===== config.mk =====
export PLATFORM = sky130hd
export DESIGN_NAME = imsu_update
export DESIGN_NICKNAME = d
export VERILOG_FILES = /design/src/hdl/imsu_pkg.sv /design/src/hdl/imsu_update.sv
export SDC_FILE = /design/constraint.sdc
export NUM_CORES = 2
export LEC_CHECK = 0
export ABC_AREA = 1
export BUFFER_PORTS_ARGS = -buffer_cell sky130_fd_sc_hd__buf_4
export CAP_MARGIN = 40
export CELL_PAD_IN_SITES_DETAIL_PLACEMENT = 0
export CELL_PAD_IN_SITES_GLOBAL_PLACEMENT = 1
export CORE_AREA = 2 2 356 358
export DETAILED_ROUTE_END_ITERATION = 12
export DIE_AREA = 0 0 358 360
export GPL_ROUTABILITY_DRIVEN = 0
export PLACE_DENSITY_LB_ADDON = 0.15
export SYNTH_ARGS = -nofsm -noshare
export SYNTH_HDL_FRONTEND = slang
export SYNTH_SLANG_ARGS = --single-unit

===== constraint.sdc =====
create_clock -name vclk -period 17.7
set_input_delay 0.885 -clock vclk [all_inputs]
set_output_delay 0.885 -clock vclk [all_outputs]
set_load 0.02 [all_outputs]

===== src/hdl/imsu_pkg.sv =====
// Shared types, codes, constants and the exponential lookup table for the Ising site update.
package imsu_pkg;

    // default lattice side
    localparam int SIDE_DEF = 10;

    // item operation codes
    localparam logic [1:0] FUNC_WR_SPIN  = 2'd0;
    localparam logic [1:0] FUNC_WR_XBOND = 2'd1;
    localparam logic [1:0] FUNC_WR_YBOND = 2'd2;
    localparam logic [1:0] FUNC_FLIP     = 2'd3;

    // stream and register port widths
    localparam int S_TDATA_W = 48;
    localparam int S_TUSER_W = 2;
    localparam int M_TDATA_W = 24;
    localparam int CFG_AW    = 3;
    localparam int CFG_DW    = 32;

    // register map: word index taken from paddr[2]
    localparam logic REG_BETA = 1'b0;
    localparam logic [15:0] BETA_RESET = 16'd4096;

    // exp(-k/16) table in Q0.16, built from a Q0.32 decay factor
    localparam int EXP_ENTRIES = 256;
    localparam logic [63:0] DECAY_Q32 = 64'd4034748382;

    typedef logic [15:0] t_exp_tab [EXP_ENTRIES];

    function automatic t_exp_tab build_exp_table();
        t_exp_tab   tab;
        logic [63:0] acc;
        logic [63:0] v;
        acc = 64'd1 << 32;
        for (int k = 0; k < EXP_ENTRIES; k++) begin
            v = (acc + 64'd32768) >> 16;
            tab[k] = (v > 64'd65535) ? 16'hFFFF : v[15:0];
            acc = (acc * DECAY_Q32 + (64'd1 << 31)) >> 32;
        end
        return tab;
    endfunction

    localparam t_exp_tab EXP_TABLE = build_exp_table();

    // one input item
    typedef struct packed {
        logic [1:0]         func;
        logic [3:0]         row;
        logic [3:0]         column;
        logic               spin_in;
        logic signed [15:0] coupling_in;
        logic [15:0]        random_draw;
    } t_item;

    // one result item
    typedef struct packed {
        logic               accepted;
        logic               spin_out;
        logic signed [18:0] energy_change;
    } t_result;

endpackage


===== src/hdl/imsu_update.sv =====
// Site update logic: local field, energy change, Metropolis test and row write-back data.
module imsu_update import imsu_pkg::*; #(
    parameter int SIDE = SIDE_DEF,
    localparam int IW = $clog2(SIDE)
) (
    input  t_item                  i_item,
    input  logic [15:0]            i_beta,
    input  logic [SIDE-1:0]        i_spin_rm,
    input  logic [SIDE-1:0]        i_spin_r,
    input  logic [SIDE-1:0]        i_spin_rp,
    input  logic [SIDE-1:0][15:0]  i_jx_r,
    input  logic [SIDE-1:0][15:0]  i_jx_rm,
    input  logic [SIDE-1:0][15:0]  i_jy_r,
    output t_result                o_result,
    output logic                   o_wr_en,
    output logic [SIDE-1:0]        o_wr_spin,
    output logic [SIDE-1:0][15:0]  o_wr_jx,
    output logic [SIDE-1:0][15:0]  o_wr_jy
);

    localparam int CW = ($clog2(SIDE + 1) > 4) ? $clog2(SIDE + 1) : 4;

    logic [IW-1:0]       c;
    logic [IW-1:0]       cp;
    logic [IW-1:0]       cm;
    logic                in_range;
    logic                is_flip;
    logic                s;
    logic signed [17:0]  t_down;
    logic signed [17:0]  t_up;
    logic signed [17:0]  t_right;
    logic signed [17:0]  t_left;
    logic signed [18:0]  field_sum;
    logic signed [19:0]  d2;
    logic signed [19:0]  de;
    logic                de_pos;
    logic [34:0]         prod;
    logic                small_k;
    logic [15:0]         w;
    logic                acc;
    logic                sat;

    // coupling times neighbor spin
    function automatic logic signed [17:0] bond_term(input logic sp,
                                                     input logic signed [15:0] j);
        logic signed [17:0] jw;
        jw = 18'(j);
        return sp ? jw : -jw;
    endfunction

    // address checks and periodic neighbors
    assign in_range = (CW'(i_item.row) < CW'(SIDE)) && (CW'(i_item.column) < CW'(SIDE));
    assign is_flip  = (i_item.func == FUNC_FLIP);
    assign c  = IW'(i_item.column);
    assign cp = (c == IW'(SIDE - 1)) ? '0 : c + IW'(1);
    assign cm = (c == '0) ? IW'(SIDE - 1) : c - IW'(1);
    assign s  = i_spin_r[c];

    // local field
    assign t_down    = bond_term(i_spin_rp[c], signed'(i_jx_r[c]));
    assign t_up      = bond_term(i_spin_rm[c], signed'(i_jx_rm[c]));
    assign t_right   = bond_term(i_spin_r[cp], signed'(i_jy_r[c]));
    assign t_left    = bond_term(i_spin_r[cm], signed'(i_jy_r[cm]));
    assign field_sum = 19'(t_down) + 19'(t_up) + 19'(t_right) + 19'(t_left);

    // dE = 2 * s * field
    assign d2     = {field_sum, 1'b0};
    assign de     = s ? d2 : -d2;
    assign de_pos = !de[19] && (de != '0);

    // Boltzmann weight lookup in steps of 1/16, zero past the table end
    assign prod    = 35'(de[18:0]) * 35'(i_beta);
    assign small_k = (prod[34:28] == '0);
    assign w       = EXP_TABLE[prod[27:20]];
    assign acc     = in_range && is_flip && (!de_pos || (small_k && (w > i_item.random_draw)));

    // clip the reported energy at the top of the output range
    assign sat = (de[19:18] == 2'b01);

    // row write-back contents
    always_comb begin
        o_wr_spin = i_spin_r;
        o_wr_jx   = i_jx_r;
        o_wr_jy   = i_jy_r;
        unique case (i_item.func)
            FUNC_WR_SPIN:  o_wr_spin[c] = i_item.spin_in;
            FUNC_WR_XBOND: o_wr_jx[c]   = i_item.coupling_in;
            FUNC_WR_YBOND: o_wr_jy[c]   = i_item.coupling_in;
            FUNC_FLIP:     o_wr_spin[c] = acc ? ~s : s;
            default:       o_wr_spin[c] = s;
        endcase
    end

    assign o_wr_en = in_range;

    // result fields, all zero for an address off the lattice
    always_comb begin
        o_result.accepted      = acc;
        o_result.spin_out      = in_range && o_wr_spin[c];
        o_result.energy_change = '0;
        if (in_range && is_flip) begin
            o_result.energy_change = sat ? 19'sh3FFFF : de[18:0];
        end
    end

endmodule


---- After elaboration in Yosys (flattened, before gate mapping) ----
Memories as Yosys holds them, arrays and structs flattened.
Index checks and enable logic that the tools add are counted.
operators by class
  $add $sub $neg .......................... 10
  multiply operators ...................... 1
  magnitude comparators ................... 8
  equality and inequality tests ........... 5
  mux-type cells .......................... 43
  bitwise operators ....................... 2
  reductions and logical operators ........ 14
operators with widths
  kind                                                      number
  bitwise mux 160 bit                                       2
  2-to-1 mux 160 bit                                        2
  binary-select mux 16 bit (select 4 bit)                   4
  2-to-1 mux 16 bit                                         7
  2-to-1 mux 18 bit                                         4
  negation 16 -> 18 bit                                     4
  demux 16 bit (select 4 bit)                               1
  adder 19 x 18 -> 19 bit                                   2
  2-to-1 mux 19 bit                                         2
  multiplier 19 x 16 -> 35 bit                              1
  binary-select mux 1 bit (select 4 bit)                    6
  bitwise mux 10 bit                                        2
  2-to-1 mux 20 bit                                         1
  negation 20 bit                                           1
  one-hot mux 10 bit (2 select lines)                       1
  nonzero test 20 bit                                       1
  adder 18 x 18 -> 19 bit                                   1
  greater-than comparator 16 bit                            1
  < comparator 4 x 5 -> 1 bit, second input constant        3
  greater-or-equal comparator 9 bit, second input constant  1
  inverter 8 -> 9 bit                                       1
  < comparator 4 bit, second input constant                 2
  2-to-1 mux 1 bit                                          8
  2-to-1 mux 4 bit                                          2
  14 further kinds                                          23
storage, ports and cells
  register bits ........................... 0
  bits in read-only memories .............. 4096
  input bits .............................. 569
  output and inout port bits .............. 352
  logic and storage cells ................. 84
  memories ................................ 1
memory list
  memory           depth  bits a word  read ports  clocked after memory_dff  wr ports  line               RTL
  (no name shown)  256    16           1           0                         0         imsu_update.sv:74  assign w = EXP_TABLE[prod[27:20]];

---- Depth between registers and ports, before layout ----
  depth after elaboration ................. 24
  depth in mapped cells ................... 100
  mapped depth without buffers ............ 93

---- Worst setup path after synthesis ----
Ideal clock, no wire load.
  path type ............................... input port to output port
  from .................................... input i_item[33] (netlist bit)
  to ...................................... output o_result[19] (netlist bit)
  arrival time ............................ 15.016 ns
  data required time ...................... 16.815 ns
  slack ................................... 1.799 ns
  cell stages on the path ................. 89
  buffers on the path ..................... 7
  path through ............................ inv_2 -> buf_4 -> buf_4 -> buf_4 -> nor2_2 -> inv_2 -> nor2_1 -> buf_2 -> buf_2 -> nor2_1 -> inv_1 -> a21oi_1 -> a221o_1 -> nand2_1 -> inv_1 -> clkbuf_1 -> nand2_1 -> o21ai_0 -> [53 not listed] -> a211oi_1 -> a32oi_1 -> nand2_1 -> nor2_1 -> nand2_1 -> nor2_1 -> nand3_1 -> nand2_1 -> nand3_2 -> nand3_1 -> nand3_1 -> nand3_1 -> nand2_1 -> nand2_1 -> nand3_1 -> nand2_1 -> clkinv_1 -> nor2_1
RTL lines
  what         line               RTL
  from (decl)  imsu_update.sv:6   input t_item i_item,
  to (decl)    imsu_update.sv:14  output t_result o_result,

==> results.yml <==
setup_path:
  crit_slowest_cell: "fa_2"
  cp.arrival_ps: 15940
  critPathCaptureType: "output port"
  required_ps: 16820
  path_max_fanout: 18
  max_stage_delay_ps: 570
  critical_path_class: "input port to output port"
  start_kind: "input port"
  cp_common_cell: "nand2_1"
route:
  drc_errors: 0
  drt-wirelength-per-cell_um: 31.1
  ant_nets: 0
  vias_per_cell: 5.22
  routed_wl_mm: 226
  vias: 38005
  dr.pass1.iters: 8
  drt_iter0_drc: 4518
die:
  io_pins: 921
  initial_utilization_pct: 20.4
  die_w_um: 358
  die_y_um: 360
  rows: 130
  core_um2: 125000
  dieArea_um2: 129000
synth:
  synth.top_cell.area_share_pct: 20.1
  syn_area_um2: 25500
  synth_area_leaders: "fa_1 (20%), nand2_1 (19%), inv_1 (10%)"
  yosysSeqAreaShare_pct: 0
  synth_area_per_cell_um2: 5.74
  synth_top_area_cell: "fa_1"
  ys_types: 61
  yosysWarnings: 0
  syn_inst: 4451
  syn-num-nets: 5435
layout:
  final_cells: 7283
  seq_cells: 0
  mostFrequentLayoutCells: "buf_4 (1366), nand2_1 (1304), inv_1 (687), o21ai_0 (473), nor2_1 (371)"
  area_delta_synth_final_pct: 48.6
  nets: 6589
  layout_commonest_cell: "buf_4"
  seq_area_um2: 0
  nFillCells: 14477
  clock_buffer_count: 0
  drive_gt1_share_pct: 28.1
sta:
  hold_violations: 0
  period_needed_ps: 16830
  setup_tns_ps: 0
  finalCritPeriodShare_pct: 95.1
  slew_viol_final: 0
  setup_viol: 0
  fin_ws_ps: 875
  relSlewSlack_pct: 28.1
  fin_hold_ws_ps: 2110
  worst_slew_pin_slew_ps: 1070
  clock.fmax_mhz: 59.4
job:
  cap_violations: 0
hold_path:
  min_to: "o_wr_jx[52]"
  hp-class: "input port to output port"
  min_from: "i_jx_r[52]"
  hold_depth: 4
placement:
  dpl.hpwl_mm: 193
  port_buffers: 920
  dp.cells: 7238
  post-place-ws_ps: 126
grt:
  grt.total_usage_pct: 33.3
  overflow: 0
  grt_pass1_vias: 36160
  antenna_found_initial: 51
  grt_pass1_wl_mm: 300
  grt_max_degree: 100
outcome:
  status: "completed"
[what timing repair did]
action,in CTS,in global routing
hold buffers,0,0
buffers inserted,0,9
setup endpoints to repair,0,12
resized for setup,0,138
hold endpoints to repair,0,0
[synth_stat cells, types with 9 or more instances]
cell type     n
buf_1        16
o21ai_0     485
xnor2_1      22
o22ai_1      21
a21oi_1     146
a22oi_1     174
nor2_1      399
buf_4        11
nand3b_1     11
xor2_1       47
inv_2        10
a2111oi_0    13
clkinv_1     14
clkbuf_1    175
fa_1        257
a31oi_1      52
nand2_1    1316
nand2_2      13
nand3_1     161
inv_1       692
buf_2        43
or2_2        12
a221oi_1     18
buf_6         9
a21boi_0     13
o211ai_1      9
ha_1        158
nand4_1      31
nor3_1       32
[layout make-up]
cell class / instances / area (um^2) / share of cell area [%]
Multi-Input combinational cell: 3483 / 22200 / 58.6
Timing Repair Buffer: 1404 / 10900 / 28.6
Inverter: 716 / 2710 / 7.15
Tap cell: 1650 / 2060 / 5.44
Antenna cell: 30 / 75.1 / 0.198
[metal layers]
layer  up-vias  track usage, %  wire length (um)
met4        48            13.0             10600
met3       436            12.6             27500
met2      2310            48.3             93500
li1      16602               -                 -
met5         -            1.92               681
met1     18609            43.9             94000
[critical path: cells and delay by family]
kind | cells | cell delay, ps
AO/OA/AOI/OAI | 10 | 1560
adder cells (fa/ha/maj) | 12 | 5330
XOR/XNOR | 2 | 340
buffers and inverters | 30 | 3670
AND/OR/NAND/NOR | 40 | 4080
[worst max-delay path by stage]
stage	slack, ps	startpoint	depth (start not counted)	endpoint
global placement	-260	i_item[33]	85	o_result[19]
finish	870	i_item[33]	94	o_result[19]
CTS	50	i_item[33]	86	o_result[19]
detailed placement	130	i_item[33]	86	o_result[19]
floorplan	1800	i_item[33]	89	o_result[19]
global route	-20	i_item[34]	88	o_result[19]
[cells by family (layout without fill, tap and decap cells)]
kind of cell | after synthesis | after routing | share of synthesized area [%]
xor+xnor | 70 | 70 | 2.43
fa+ha+maj | 415 | 415 | 27.9
compound gates | 987 | 987 | 22.9
other cells | 0 | 30 | 0
buf+inv | 970 | 2120 | 14.9
simple gates | 2009 | 2011 | 31.8
[through the flow]
| step | util [%] | cell area, um^2 |
|---|---|---|
| after detailed placement | 29.8 | 37200 |
| after global placement | 29.7 | 37100 |
| final | 30.4 | 37900 |
| after floorplan | - | 25500 |
| after global routing | 30.4 | 37900 |
| after CTS | 29.8 | 37200 |
Power is not shown: default switching activity piles up to over one toggle a cycle in this logic, so the estimate is an artifact.
