[src/hdl/imsu_pkg.sv]
// Shared types, codes, constants and the exponential lookup table for the Ising site update.
package imsu_pkg;

    // default lattice side
    localparam int SIDE_DEF = 10;

    // item operation codes
    localparam logic [1:0] FUNC_WR_SPIN  = 2'd0;
    localparam logic [1:0] FUNC_WR_XBOND = 2'd1;
    localparam logic [1:0] FUNC_WR_YBOND = 2'd2;
    localparam logic [1:0] FUNC_FLIP     = 2'd3;

    // stream and register port widths
    localparam int S_TDATA_W = 48;
    localparam int S_TUSER_W = 2;
    localparam int M_TDATA_W = 24;
    localparam int CFG_AW    = 3;
    localparam int CFG_DW    = 32;

    // register map: word index taken from paddr[2]
    localparam logic REG_BETA = 1'b0;
    localparam logic [15:0] BETA_RESET = 16'd4096;

    // exp(-k/16) table in Q0.16, built from a Q0.32 decay factor
    localparam int EXP_ENTRIES = 256;
    localparam logic [63:0] DECAY_Q32 = 64'd4034748382;

    typedef logic [15:0] t_exp_tab [EXP_ENTRIES];

    function automatic t_exp_tab build_exp_table();
        t_exp_tab   tab;
        logic [63:0] acc;
        logic [63:0] v;
        acc = 64'd1 << 32;
        for (int k = 0; k < EXP_ENTRIES; k++) begin
            v = (acc + 64'd32768) >> 16;
            tab[k] = (v > 64'd65535) ? 16'hFFFF : v[15:0];
            acc = (acc * DECAY_Q32 + (64'd1 << 31)) >> 32;
        end
        return tab;
    endfunction

    localparam t_exp_tab EXP_TABLE = build_exp_table();

    // one input item
    typedef struct packed {
        logic [1:0]         func;
        logic [3:0]         row;
        logic [3:0]         column;
        logic               spin_in;
        logic signed [15:0] coupling_in;
        logic [15:0]        random_draw;
    } t_item;

    // one result item
    typedef struct packed {
        logic               accepted;
        logic               spin_out;
        logic signed [18:0] energy_change;
    } t_result;

endpackage

[src/hdl/imsu_cfg.sv]
// Configuration register block: inverse temperature on an APB-style port.
module imsu_cfg import imsu_pkg::*; (
    input  logic              i_clk,
    input  logic              i_rst_n,
    input  logic              psel,
    input  logic              penable,
    input  logic              pwrite,
    input  logic [CFG_AW-1:0] paddr,
    input  logic [CFG_DW-1:0] pwdata,
    output logic [CFG_DW-1:0] prdata,
    output logic              pready,
    output logic [15:0]       o_beta
);

    logic [15:0] r_beta;
    logic        sel_beta;

    assign sel_beta = (paddr[2] == REG_BETA);

    // take a register write in the access phase
    always_ff @(posedge i_clk) begin
        if (!i_rst_n) begin
            r_beta <= BETA_RESET;
        end else if (psel && penable && pwrite && pready && sel_beta) begin
            r_beta <= pwdata[15:0];
        end
    end

    // read back
    assign prdata = sel_beta ? {16'd0, r_beta} : '0;
    assign pready = 1'b1;
    assign o_beta = r_beta;

endmodule

[config.mk]
export PLATFORM = sky130hd
export DESIGN_NAME = imsu_cfg
export DESIGN_NICKNAME = d
export VERILOG_FILES = /design/src/hdl/imsu_pkg.sv /design/src/hdl/imsu_cfg.sv
export SDC_FILE = /design/constraint.sdc
export NUM_CORES = 1
export LEC_CHECK = 0
export BUFFER_PORTS_ARGS = -buffer_cell sky130_fd_sc_hd__clkbuf_2
export CORE_ASPECT_RATIO = 1.1
export CORE_MARGIN = 2
export CORE_UTILIZATION = 32
export DETAILED_ROUTE_END_ITERATION = 7
export PLACE_DENSITY = 0.74
export SYNTH_ARGS = -nofsm -noshare
export SYNTH_HDL_FRONTEND = slang
export SYNTH_SLANG_ARGS = --single-unit
[constraint.sdc]
create_clock -name i_clk -period 0.8 [get_ports i_clk]
set_input_delay 0.08 -clock i_clk [delete_from_list [all_inputs] [get_ports i_clk]]
set_output_delay 0.08 -clock i_clk [all_outputs]
set_load 0.02 [all_outputs]
======== Word-level counts from Yosys, hierarchy flattened ========
Cells that the tools add are included.
cells by class
  muxes and demuxes ....................... 1
  bitwise operators ....................... 1
  reductions and logical operators ........ 3
operator list
  operator            number
  two-way mux 16 bit  1
  logical AND 1 bit   3
  inverter 1 bit      1
storage, ports and cells
  flip-flop bits (word level) ............. 16
  input port bits ......................... 40
  output and inout bits ................... 49
  word-level logic and storage cells ...... 6

======== Logic depth before layout (Yosys ltp) ========
Gate-level depths: netlist of the first run.
  depth after elaboration ................. 3
  gate-level depth with buffers ........... 4
  depth with buffers taken out ............ 2

======== Worst setup path after synthesis of the first run ========
Ideal clock, no wire load.
  path type ............................... flip-flop to output port
  start ................................... register r_beta[12], in the netlist o_beta[12]
  end ..................................... output port prdata[12]
  arrival ................................. 806 ps
  slack ................................... -86 ps
  cell stages (with the launch flop) ...... 2
  buffers on the path ..................... 0
  cells stage by stage .................... dfxtp_1 nor2b_1
on the way
  word-level cells in the longest chain between the ends .. 1
ends and longest elaborated chain
  what                      line            source
  start: declaration        imsu_cfg.sv:15  logic [15:0] r_beta;
  start signal: assignment  imsu_cfg.sv:25  r_beta <= pwdata[15:0];
  two-way mux 16 bit        imsu_cfg.sv:30  assign prdata = sel_beta ? {16'd0, r_beta} : '0;
  end: declaration          imsu_cfg.sv:10  output logic [CFG_DW-1:0] prdata,
No other way between the ends.

======== Worst setup path after layout of the first run ========
  start ................................... register r_beta[6], in the netlist o_beta[6]
  end ..................................... output port prdata[6]
Same word-level chain as after synthesis.

==> results.txt, run 1 <==
Area of the core -> 2750 um2
Die footprint -> 3290 um2
Setup WS post-layout -> -0.238 ns
Sequential-to-total area share from yosys stat -> 35.1%
Detailed-route wire length per cell -> 12.1 um
Number of flops mapped to enable cells by yosys -> 0
Worst path max stage delay -> 0.37 ns
Hold Fails Final Rpt -> 0
Remaining antenna violation count after routing -> 0
Layout overhead on the synthesized area -> 110%
Initial antenna violation count -> 0
Kind of end point of the critical path -> output port
GP Congestion -> 0.649
Library cell with the largest summed area after synthesis -> dfxtp_1
Launching element type of the critical path -> flip-flop
Ys async rst share -> 0%
DRT Pass-1 Iters -> 2
Flop and latch count out of synthesis -> 16
Cell Area, Synth -> 912 um2
Final Cell Area -> 1910 um2
Crit path to -> prdata[6]
Instance count of the mapped netlist -> 106
Post-Route Setup TNS -> -5.41 ns
Total routing resource utilization after global routing -> 15.4%
Final Max Tran Viols -> 0
Commonest cells post-synth -> 30 x nand2_1, 17 x buf_4, 16 x dfxtp_1, 16 x mux2i_1, 12 x nor2b_1
# diodes -> 0
Yosys warning count -> 0
Number of buffers and inverters on the critical path -> 1
Count of nets after finishing -> 230
Detail Placement HPWL -> 1.49 mm
WS Path Type -> reg -> out
Crit path time final -> 1.04 ns
Post-DR vias/cell -> 4.20
Worst-case reg-to-reg path depth -> 4
Ratio of cells with drive above 1 in the final layout -> 59.8%
Slowest CP cell -> dfxtp_2
Yosys top cell area share -> 35.1%
Maximum net fanout on the critical path -> 3
TritonCTS clock tree -> built
Critical register-to-register path endpoint -> o_beta[7]
Most used flip-flop cell after synthesis -> dfxtp_1
Setup clock skew after layout -> 0 ns
Bufs on Longest Clock Path -> 2
Setup-violating endpoint count in the final report -> 32
Wire length of the first global-routing pass -> 3.58 mm
Total wire length after detailed routing -> 2.69 mm
Endpoint arrival time on the critical path -> 0.96 ns
Cell breakdown of the critical path -> nor2b_4 -> buf_8
Register-to-register setup slack -> 0.02 ns
Worst setup timing slack at the placement stage -> -0.130 ns
Status -> complete, but fails checks
Most instantiated library cell after synthesis -> nand2_1
Number of fill cells -> 211
FP Rows -> 20
Maximum number of pins on one net before global-route repair -> 21
Cell type group with the largest total delay on the critical path -> flip-flops
Clock-pin slew on the worst setup and hold paths -> 0.11 ns
Max-capacitance violation count -> 0
Required time worst endpoint -> 0.72 ns
TritonCTS Sinks -> 16
Total CTS buffers -> 3
First element of the critical path -> o_beta[6]
Top-level port count -> 89
Die Y -> 60.0 um
Start of the worst register-to-register path -> o_beta[7]
Initial Util -> 33.1%
Hold WS -> 0.0135 ns
Peak supply drop -> 1.04 mV
P_leak -> 0.879 nW
Cells taking the most area after synthesis -> dfxtp_1 35%, mux2i_1 18%, buf_4 14%
Via count of the first global-routing pass -> 843
Utilization after layout -> 69.5%
Period Utilization, post-route -> 130%
Number of H-tree levels -> 1
Worst hold path type -> in -> reg
Clock latency reported for the late side of the worst-skew pair -> 0.28 ns
Number of flip-flops under the largest register name -> 16
Number of port buffers -> 53
Width of the chip -> 54.9 um
Mapped Avg Cell Area -> 8.60 um2
Failing checks -> setup timing
Total placed instance area -> 1200 um2
Routed vias -> 933
DRC marker count from the first detailed-route iteration -> 8
Power per standard cell area -> 983 nW/um2
Unrepaired setup endpoints after global routing -> yes
Worst path depth -> 2
Distinct cells, synth -> 11
Cell at the root of the clock tree -> clkbuf_4
Drt drc -> 0
Maximum clock frequency -> 963 MHz
Total gr overflow -> 0
==> placed cells by master (no fill, tap or decap) <==
master          n
and4b_1         1
dlygate4sd3_1  11
buf_6          13
nand2_1        29
mux2i_1        16
buf_12          2
dfxtp_2        16
clkbuf_8        1
conb_1         17
clkbuf_4        3
nand2_2         1
nor2b_4        10
nor2b_1         2
buf_4           8
and2b_2         6
buf_8          32
clkbuf_2       21
==> through the flow <==
step                total power, mW  cells
floorplan                      1.12    121
detailed placement             1.17    189
finish                         1.88    222
global placement               1.16    189
CTS                            1.84    211
global route                   1.97    222
==> worst min-delay path by stage <==
stage / slack, ns / endpoint / cells after the start / from
after detailed placement: 0.32 / o_beta[6] / 3 / pwdata[6]
after global routing: 0.003 / o_beta[10] / 3 / pwdata[10]
final: 0.01 / o_beta[10] / 3 / pwdata[10]
after global placement: 0.31 / o_beta[3] / 3 / pwdata[3]
after floorplan: 0.22 / o_beta[14] / 2 / pwdata[14]
after CTS: 0.0009 / o_beta[10] / 3 / pwdata[10]
==> power breakdown <==
part	switching (mW)	internal [mW]	total, mW
clock	0.281	0.277	0.558
sequential	0.0139	0.817	0.831
combinational	0.243	0.247	0.490
total	0.537	1.34	1.88
==> routing by layer <==
| metal | global-route usage [%] | wire length, um | up-vias |
|---|---|---|---|
| li1 | - | - | 463 |
| met1 | 14.3 | 925 | 428 |
| met2 | 29.9 | 1580 | 34 |
| met3 | 3.00 | 122 | 8 |
| met4 | 8.01 | 62 | 0 |
| met5 | 0 | 0 | - |
==> kinds of logic after synthesis <==
group / share of synthesized area (%)
and+or+nand+nor: 27.4
DFF: 35.1
buffers and inverters: 19.1
muxes: 17.6
other: 0.823
==> worst register-to-register path, delay by kind of cell, from the launching register on <==
kind | cells | cell delay (ns)
buffers and inverters | 2 | 0.23
DFF | 1 | 0.34
muxes | 1 | 0.06
and+or+nand+nor | 1 | 0.06
==> area by class of cell <==
class	count	area (um2)	area share [%]
Timing Repair Buffer	87	942	49.3
Multi-Input combinational cell	82	552	28.9
Sequential cell	16	340	17.8
Tap cell	33	41.3	2.16
Clock buffer	4	36.3	1.90
==> timing repair <==
action	4_1_cts	5_1_grt
setup endpoints to repair	32	33
setup buffers	8	10
resized for setup	90	42
hold buffers	10	1
endpoints found under the hold margin	10	1
No activity file was read; power rests on OpenSTA's default activity.
==> run 2: changes to the inputs <==
--- a/config.mk
+++ b/config.mk
@@ -6,11 +6,13 @@
 export NUM_CORES = 1
 export LEC_CHECK = 0
 export BUFFER_PORTS_ARGS = -buffer_cell sky130_fd_sc_hd__clkbuf_2
+export CELL_PAD_IN_SITES_DETAIL_PLACEMENT = 1
+export CELL_PAD_IN_SITES_GLOBAL_PLACEMENT = 2
 export CORE_ASPECT_RATIO = 1.1
 export CORE_MARGIN = 2
-export CORE_UTILIZATION = 32
+export CORE_UTILIZATION = 15
 export DETAILED_ROUTE_END_ITERATION = 7
-export PLACE_DENSITY = 0.74
+export PLACE_DENSITY = 0.72
 export SYNTH_ARGS = -nofsm -noshare
 export SYNTH_HDL_FRONTEND = slang
 export SYNTH_SLANG_ARGS = --single-unit
==> run 2 against run 1 <==
  * Critical endpoint is now prdata[3]
  * Clock power is 28% higher
  * Highest routed layer is now met3
  * Via count decreased by 2.0%
  * Global-route usage decreased by 7.3 points
  * Setup slack improved by 0.061 ns
  * Hold slack better by 0.035 ns
  * Sequential power about the same
  * The flow still finishes with violations (setup timing)
  * Die area is 100% higher
  * Maximum frequency rose by 6.3%
  * Sequential share of layout area about the same
  * Critical path depth is the same
  * Clock skew stayed put
  * Critical path type unchanged
  * Non-clock buffer count shrank 9
==> results.txt, run 2 (synthesis results as in run 1) <==
Unrepaired setup endpoints after global routing -> yes
Routed vias -> 914 (-2.0%)
Peak supply drop -> 0.426 mV (-59%)
Final Max Tran Viols -> 0 (unchanged)
Setup WS post-layout -> -0.177 ns (+0.0613 ns)
Top-level port count -> 89 (unchanged)
Start of the worst register-to-register path -> o_beta[9]
Detailed-route wire length on metal 1 -> 1.03 mm (+11%)
Critical register-to-register path endpoint -> o_beta[9]
Layout overhead on the synthesized area -> 110%
Utilization after layout -> 33.0% (-36 points)
Number of non-filler instances in the completed layout -> 257 (+16%)
Ratio of cells with drive above 1 in the final layout -> 65.0% (+5.2 points)
Launching element type of the critical path -> flip-flop
Number of buffers added to fix hold violations after cts -> 0 (-10)
Period Utilization, post-route -> 122% (-7.7 points)
DRC marker count from the first detailed-route iteration -> 6 (-2)
Number of flip-flops under the largest register name -> 16 (unchanged)
Post-DR vias/cell -> 3.56 (-15%)
Setup-violating endpoint count in the final report -> 30 (-6.3%)
Wire length of the first global-routing pass -> 4.28 mm (+20%)
WS Path Type -> reg -> out
DRT Pass-1 Iters -> 4 (+2)
Crit path time final -> 0.977 ns (-0.0613 ns)
P_leak -> 0.859 nW (-2.3%)
Detailed-route wire length per cell -> 11.5 um (-4.7%)
Required time worst endpoint -> 0.72 ns (about the same)
Combinational fraction of design power -> 23.2% (-2.9 points)
Switching fraction of total power -> 26.6% (-2.0 points)
Status -> complete, but fails checks
Crit path to -> prdata[3]
GP Congestion -> 0.621 (-4.4%)
Maximum clock frequency -> 1020 MHz (+6.3%)
Cell at the root of the clock tree -> clkbuf_8
Bufs on Longest Clock Path -> 2 (unchanged)
Total routing resource utilization after global routing -> 8.08% (-7.3 points)
Count of nets after finishing -> 221 (-3.9%)
Most common cell after layout, fill and taps aside -> buf_8
Power per standard cell area -> 1050 nW/um2 (+6.8%)
Placed cell count -> 235 (+24%)
Clock network fraction of design power -> 35.4% (+5.7 points)
Max-capacitance violation count -> 0 (unchanged)
Total wire length after detailed routing -> 2.96 mm (+10%)
# diodes -> 0 (unchanged)
Total length of routed met3 wires -> 207 um (+70%)
Width of the chip -> 78.4 um (+43%)
Maximum number of pins on one net before global-route repair -> 17 (-19%)
Detail Placement HPWL -> 1.97 mm (+32%)
Flop pwr share -> 41.4% (-2.8 points)
Kind of end point of the critical path -> output port
Met2 layer wire length in the routed design -> 1.72 mm (+9.3%)
Drt drc -> 0 (unchanged)
Setup clock skew after layout -> 0 ns (unchanged)
Cell internal power dissipation -> 1.48 mW (+10%)
Total CTS buffers -> 3 (unchanged)
Initial Util -> 15.7% (-17 points)
Initial antenna violation count -> 0 (unchanged)
Top Metal Used -> met3
TritonCTS clock tree -> built
TritonCTS Sinks -> 16 (unchanged)
Endpoint arrival time on the critical path -> 0.90 ns (-0.06 ns)
Failing checks -> setup timing
Clock-pin slew on the worst setup and hold paths -> 0.07 ns (-0.04 ns)
Switching component of the power -> 0.534 mW (-0.62%)
Maximum net fanout on the critical path -> 2 (-1)
Die footprint -> 6720 um2 (+100%)
Number of H-tree levels -> 1 (unchanged)
Hold Fails Final Rpt -> 0 (unchanged)
Clock latency reported for the late side of the worst-skew pair -> 0.24 ns (-0.04 ns)
Register-to-register setup slack -> 0.01 ns (about the same)
First element of the critical path -> o_beta[3]
Worst hold path type -> in -> reg
Die Y -> 85.8 um (+43%)
Remaining antenna violation count after routing -> 0 (unchanged)
FP Rows -> 29 (+45%)
Worst-case reg-to-reg path depth -> 4 (unchanged)
Via count of the first global-routing pass -> 930 (+10%)
Most frequent cells in the layout -> 32 x buf_8, 27 x nand2_1, 21 x clkbuf_2
Total gr overflow -> 0 (unchanged)
Area of the core -> 5810 um2 (+110%)
Number of port buffers -> 53 (unchanged)
## run 2: changes by cell type in the layout (fill, tap and decap cells not counted), sizes merged
cell / previous run / this run
buf: 55 / 57
dlygate4sd3: 11 / 0
## run 2: layout make-up
class	instances	area, um2
clock buffer	4	55.1
fill	653	3890
multi-input combinational	82	557
sequential	16	340
tap	77	96.3
timing repair buffer	78	867
## run 2: metal layers
| layer | vias up | GRT usage (%) |
|---|---|---|
| met5 | - | 0 |
| met4 | 0 | 3.83 |
| met3 | 0 | 1.37 |
| met2 | 41 | 15.6 |
| met1 | 428 | 8.41 |
| li1 | 445 | - |
## run 2: worst min-delay path by stage
| stage | startpoint | to | slack (ns) | cells after the start |
|---|---|---|---|---|
| finish | pwdata[7] | o_beta[7] | 0.05 | 3 |
| global route | pwdata[7] | o_beta[7] | 0.05 | 3 |
| CTS | pwdata[13] | o_beta[13] | 0.04 | 3 |
| detailed placement | pwdata[13] | o_beta[13] | 0.32 | 3 |
| global placement | pwdata[0] | o_beta[0] | 0.31 | 3 |
| floorplan | pwdata[14] | o_beta[14] | 0.22 | 2 |
## run 2: timing repair
| item | CTS | global route |
|---|---|---|
| buffers inserted | 9 | 9 |
| setup endpoints to repair | 32 | 34 |
| cloned | 0 | 0 |
| gates resized for setup | 91 | 46 |
## run 2: stage by stage
stage / setup TNS (ns) / cell area, um2 / power [mW] / hold slack [ns] / setup slack, ns
detailed placement: -2.47 / 1280 / 1.19 / 0.321 / -0.159
finish: -3.50 / 1920 / 2.01 / 0.0485 / -0.177
CTS: -3.85 / 1760 / 2.00 / 0.0448 / -0.188
floorplan: -0.247 / 1000 / 1.12 / 0.222 / -0.0203
global placement: -1.87 / 1280 / 1.19 / 0.313 / -0.115
global route: -4.61 / 1920 / 2.12 / 0.0512 / -0.216
## run 2: power by group through the flow
stage / Clock, mW / Sequential (mW) / Combinational [mW]
after CTS: 0.752 / 0.831 / 0.422
final: 0.712 / 0.832 / 0.467
after floorplan: 0 / 0.864 / 0.252
after global routing: 0.790 / 0.833 / 0.500
after global placement: 0 / 0.844 / 0.342
after detailed placement: 0 / 0.845 / 0.344
## run 2: critical path, cell delays in order, from the launching register on
cell	delay, ns
dfxtp_2	0.33
and2b_2	0.20
buf_8	0.13
==> run 3: changes to the inputs <==
--- a/config.mk
+++ b/config.mk
@@ -5,12 +5,14 @@
 export SDC_FILE = /design/constraint.sdc
 export NUM_CORES = 1
 export LEC_CHECK = 0
+export ABC_AREA = 1
 export BUFFER_PORTS_ARGS = -buffer_cell sky130_fd_sc_hd__clkbuf_2
 export CELL_PAD_IN_SITES_DETAIL_PLACEMENT = 1
 export CELL_PAD_IN_SITES_GLOBAL_PLACEMENT = 2
 export CORE_ASPECT_RATIO = 1.1
 export CORE_MARGIN = 2
 export CORE_UTILIZATION = 15
+export CTS_CLUSTER_SIZE = 40
 export DETAILED_ROUTE_END_ITERATION = 7
 export PLACE_DENSITY = 0.72
 export SYNTH_ARGS = -nofsm -noshare
==> run 3 against run 2 <==
  * Combinational power rose by 34%
  * First-iteration DRC count rose to 3.7 times the previous value
  * Die area rose by 15%
  * Largest power group unchanged
  * Hold slack got worse by 0.0027 ns
  * Clock power fell by 14%
  * Setup slack improved by 0.0033 ns
  * Largest cell class unchanged
  * The flow still finishes with violations (setup timing)
==> results.txt, run 3 <==
Clock-pin slew on the worst setup and hold paths -> 0.06 ns (about the same)
Launching element type of the critical path -> flip-flop
Period Utilization, post-route -> 122% (-0.41 points)
Most frequent cells in the layout -> 30 x nor2_2, 21 x inv_1, 21 x clkbuf_2
Worst hold path type -> in -> reg
Remaining antenna violation count after routing -> 0 (unchanged)
Bufs on Longest Clock Path -> 2 (unchanged)
Number of port buffers -> 53 (unchanged)
Peak supply drop -> 0.418 mV (-2.0%)
Power per standard cell area -> 1080 nW/um2 (+2.5%)
Maximum net fanout on the critical path -> 3 (+1)
Number of H-tree levels -> 1 (unchanged)
Cell at the root of the clock tree -> clkbuf_8
Detailed-route wire length per cell -> 9.95 um (-14%)
Setup clock skew after layout -> 0 ns (unchanged)
Setup WS post-layout -> -0.174 ns (+0.00328 ns)
DRT Pass-1 Iters -> 4 (unchanged)
Final Max Tran Viols -> 0 (unchanged)
Post-synthesis share of cell area spent on and, or, nand and nor gates -> 38.6% (+11 points)
Yosys warning count -> 0 (unchanged)
Slowest CP cell -> dfxtp_4
Instance count of the mapped netlist -> 159 (+50%)
Clock latency reported for the late side of the worst-skew pair -> 0.25 ns (about the same)
Layer carrying the most global-route usage -> met2
Max-capacitance violation count -> 0 (unchanged)
Mapped Avg Cell Area -> 6.62 um2 (-23%)
Die footprint -> 7700 um2 (+15%)
Combinational fraction of design power -> 29.9% (+6.7 points)
Xor and xnor fraction of the mapped netlist area -> 0% (unchanged)
Drt drc -> 0 (unchanged)
Layout overhead on the synthesized area -> 84.5%
Wire length of the first global-routing pass -> 5.06 mm (+18%)
WS Path Type -> reg -> out
Total gr overflow -> 0 (unchanged)
Crit path time final -> 0.974 ns (-0.00328 ns)
Hold WS -> 0.0458 ns (-0.00269 ns)
Post-synthesis share of cell area spent on full adders, half adders and majority gates -> 0% (unchanged)
Power, Total -> 2.09 mW (+3.9%)
Most instantiated library cell after synthesis -> inv_1
Final Cell Area -> 1940 um2 (+1.4%)
Global-route track usage on met2 -> 14.3% (-1.3 points)
Routed vias -> 1120 (+23%)
Total wire length after detailed routing -> 3.15 mm (+6.4%)
Status -> complete, but fails checks
Initial Util -> 15.3% (-0.43 points)
GR Layer Usage met3 -> 2.34% (+0.97 points)
Endpoint arrival time on the critical path -> 0.89 ns (about the same)
Required time worst endpoint -> 0.72 ns (about the same)
FP Rows -> 32 (+10%)
Detail Placement HPWL -> 2.26 mm (+15%)
Cell breakdown of the critical path -> inv_2 -> nor2_2 -> clkbuf_8
Failing checks -> setup timing
Cells taking the most area after synthesis -> dfxtp_1 30%, buf_4 13%, inv_1 11%
Die Y -> 91.8 um (+7.1%)
Register-to-register setup slack -> -0.01 ns (-0.02 ns)
Count of nets after finishing -> 274 (+24%)
Hold Fails Final Rpt -> 0 (unchanged)
Number of flops mapped to enable cells by yosys -> 0 (unchanged)
TritonCTS clock tree -> built
Number of non-filler instances in the completed layout -> 317 (+23%)
Flop and latch count out of synthesis -> 16 (unchanged)
Placed cell count -> 295 (+26%)
Clock network fraction of design power -> 29.4% (-6.0 points)
Post-DR vias/cell -> 3.53 (-0.66%)
Area of the core -> 6890 um2 (+19%)
Switching component of the power -> 0.651 mW (+22%)
Cell internal power dissipation -> 1.44 mW (-2.6%)
TritonCTS Sinks -> 16 (unchanged)
Number of flip-flops under the largest register name -> 16 (unchanged)
Maximum clock frequency -> 1030 MHz (+0.34%)
Distinct cells, synth -> 19 (+8)
Most common cell after layout, fill and taps aside -> nor2_2
Total routing resource utilization after global routing -> 8.32% (+0.24 points)
Setup-violating endpoint count in the final report -> 33 (+10%)
Sequential-to-total area share from yosys stat -> 30.4% (-4.7 points)
GP Congestion -> 0.655 (+5.6%)
Largest family of logic cells by synthesized area -> simple AND/OR/NAND/NOR gates
Switching fraction of total power -> 31.2% (+4.6 points)
Number of buffers added to fix hold violations after cts -> 0 (unchanged)
Total placed instance area -> 1420 um2 (+11%)
P_leak -> 0.962 nW (+12%)
Commonest cells post-synth -> 32 x inv_1, 28 x nor2_1, 18 x buf_4, 18 x nor2_2
Via count of the first global-routing pass -> 1129 (+21%)
Ratio of cells with drive above 1 in the final layout -> 64.2% (-0.78 points)
Initial antenna violation count -> 0 (unchanged)
Compound-gate portion of the synthesized area -> 0.476% (+0.48 points)
DRC marker count from the first detailed-route iteration -> 22 (+16)
Width of the chip -> 83.9 um (+7.0%)
Worst path max stage delay -> 0.37 ns (+0.04 ns)
Mux contribution to synthesized area -> 0% (-18 points)
Post-Route Setup TNS -> -3.30 ns (+0.197 ns)
Total CTS buffers -> 3 (unchanged)
Cell Area, Synth -> 1050 um2 (+15%)
# diodes -> 0 (unchanged)
Met1 capacity usage during global routing -> 9.98% (+1.6 points)
Flop pwr share -> 40.8% (-0.6 points)
Library cell with the largest summed area after synthesis -> dfxtp_1
Kind of end point of the critical path -> output port
Unrepaired setup endpoints after global routing -> yes
Most used flip-flop cell after synthesis -> dfxtp_1
Ys async rst share -> 0% (unchanged)
Top-level port count -> 89 (unchanged)
Yosys top cell area share -> 30.4% (-4.7 points)
Maximum number of pins on one net before global-route repair -> 17 (unchanged)
==> run 3: what timing repair did <==
action	4_1_cts	5_1_grt
pin swaps	2	5
setup endpoints to repair	32	33
hold endpoints to repair	0	0
buffers inserted	10	9
gates resized for setup	68	41
==> run 3: cells by family after synthesis <==
family | count (synthesis)
simple gates | 82
buf+inv | 58
flops | 16
other cells | 2
compound gates | 1
==> run 3: power by group through the flow <==
| stage | clock (mW) | sequential [mW] | combinational [mW] |
|---|---|---|---|
| 2_1_floorplan | 0 | 0.900 | 0.355 |
| 3_3_place_gp | 0 | 0.870 | 0.481 |
| 3_5_place_dp | 0 | 0.871 | 0.485 |
| 4_1_cts | 0.671 | 0.854 | 0.576 |
| 5_1_grt | 0.695 | 0.854 | 0.681 |
| 6_report | 0.613 | 0.852 | 0.624 |
==> run 3: path summary, 6_finish.rpt <==
| path | from | end | cells past startpoint |
|---|---|---|---|
| hold reg to reg | o_beta[12] | o_beta[12] | 2 |
| setup / recovery | o_beta[5] | prdata[5] | 3 |
| hold / removal | pwdata[12] | o_beta[12] | 3 |
| setup reg to reg | o_beta[6] | o_beta[6] | 4 |
==> run 3: critical path: cells and delay by family, from the launching register on <==
kind | cells | cell delay (ns)
buf+inv | 2 | 0.19
flops | 1 | 0.37
simple gates | 1 | 0.10
==> run 3: cell type report <==
class | count | area (um2)
flip-flops and latches | 16 | 348
multi-input cells | 100 | 536
inverters | 34 | 129
clock buffers | 3 | 41.3
repair buffers | 79 | 782
well taps | 85 | 106
fillers | 837 | 4940
==> run 3: per-layer routing <==
metal  part of all wire (%)  up-vias
met2                     51       46
met3                    6.4        4
met1                     42      504
li1                       -      566
met4                    1.0        0
met5                      0        -
==> run 3: stage by stage <==
step                worst slack (ns)  util, %
detailed placement            -0.161     20.7
CTS                           -0.170     26.1
global route                  -0.218     28.2
global placement              -0.134     20.7
finish                        -0.174     28.2
floorplan                   -0.00775        -
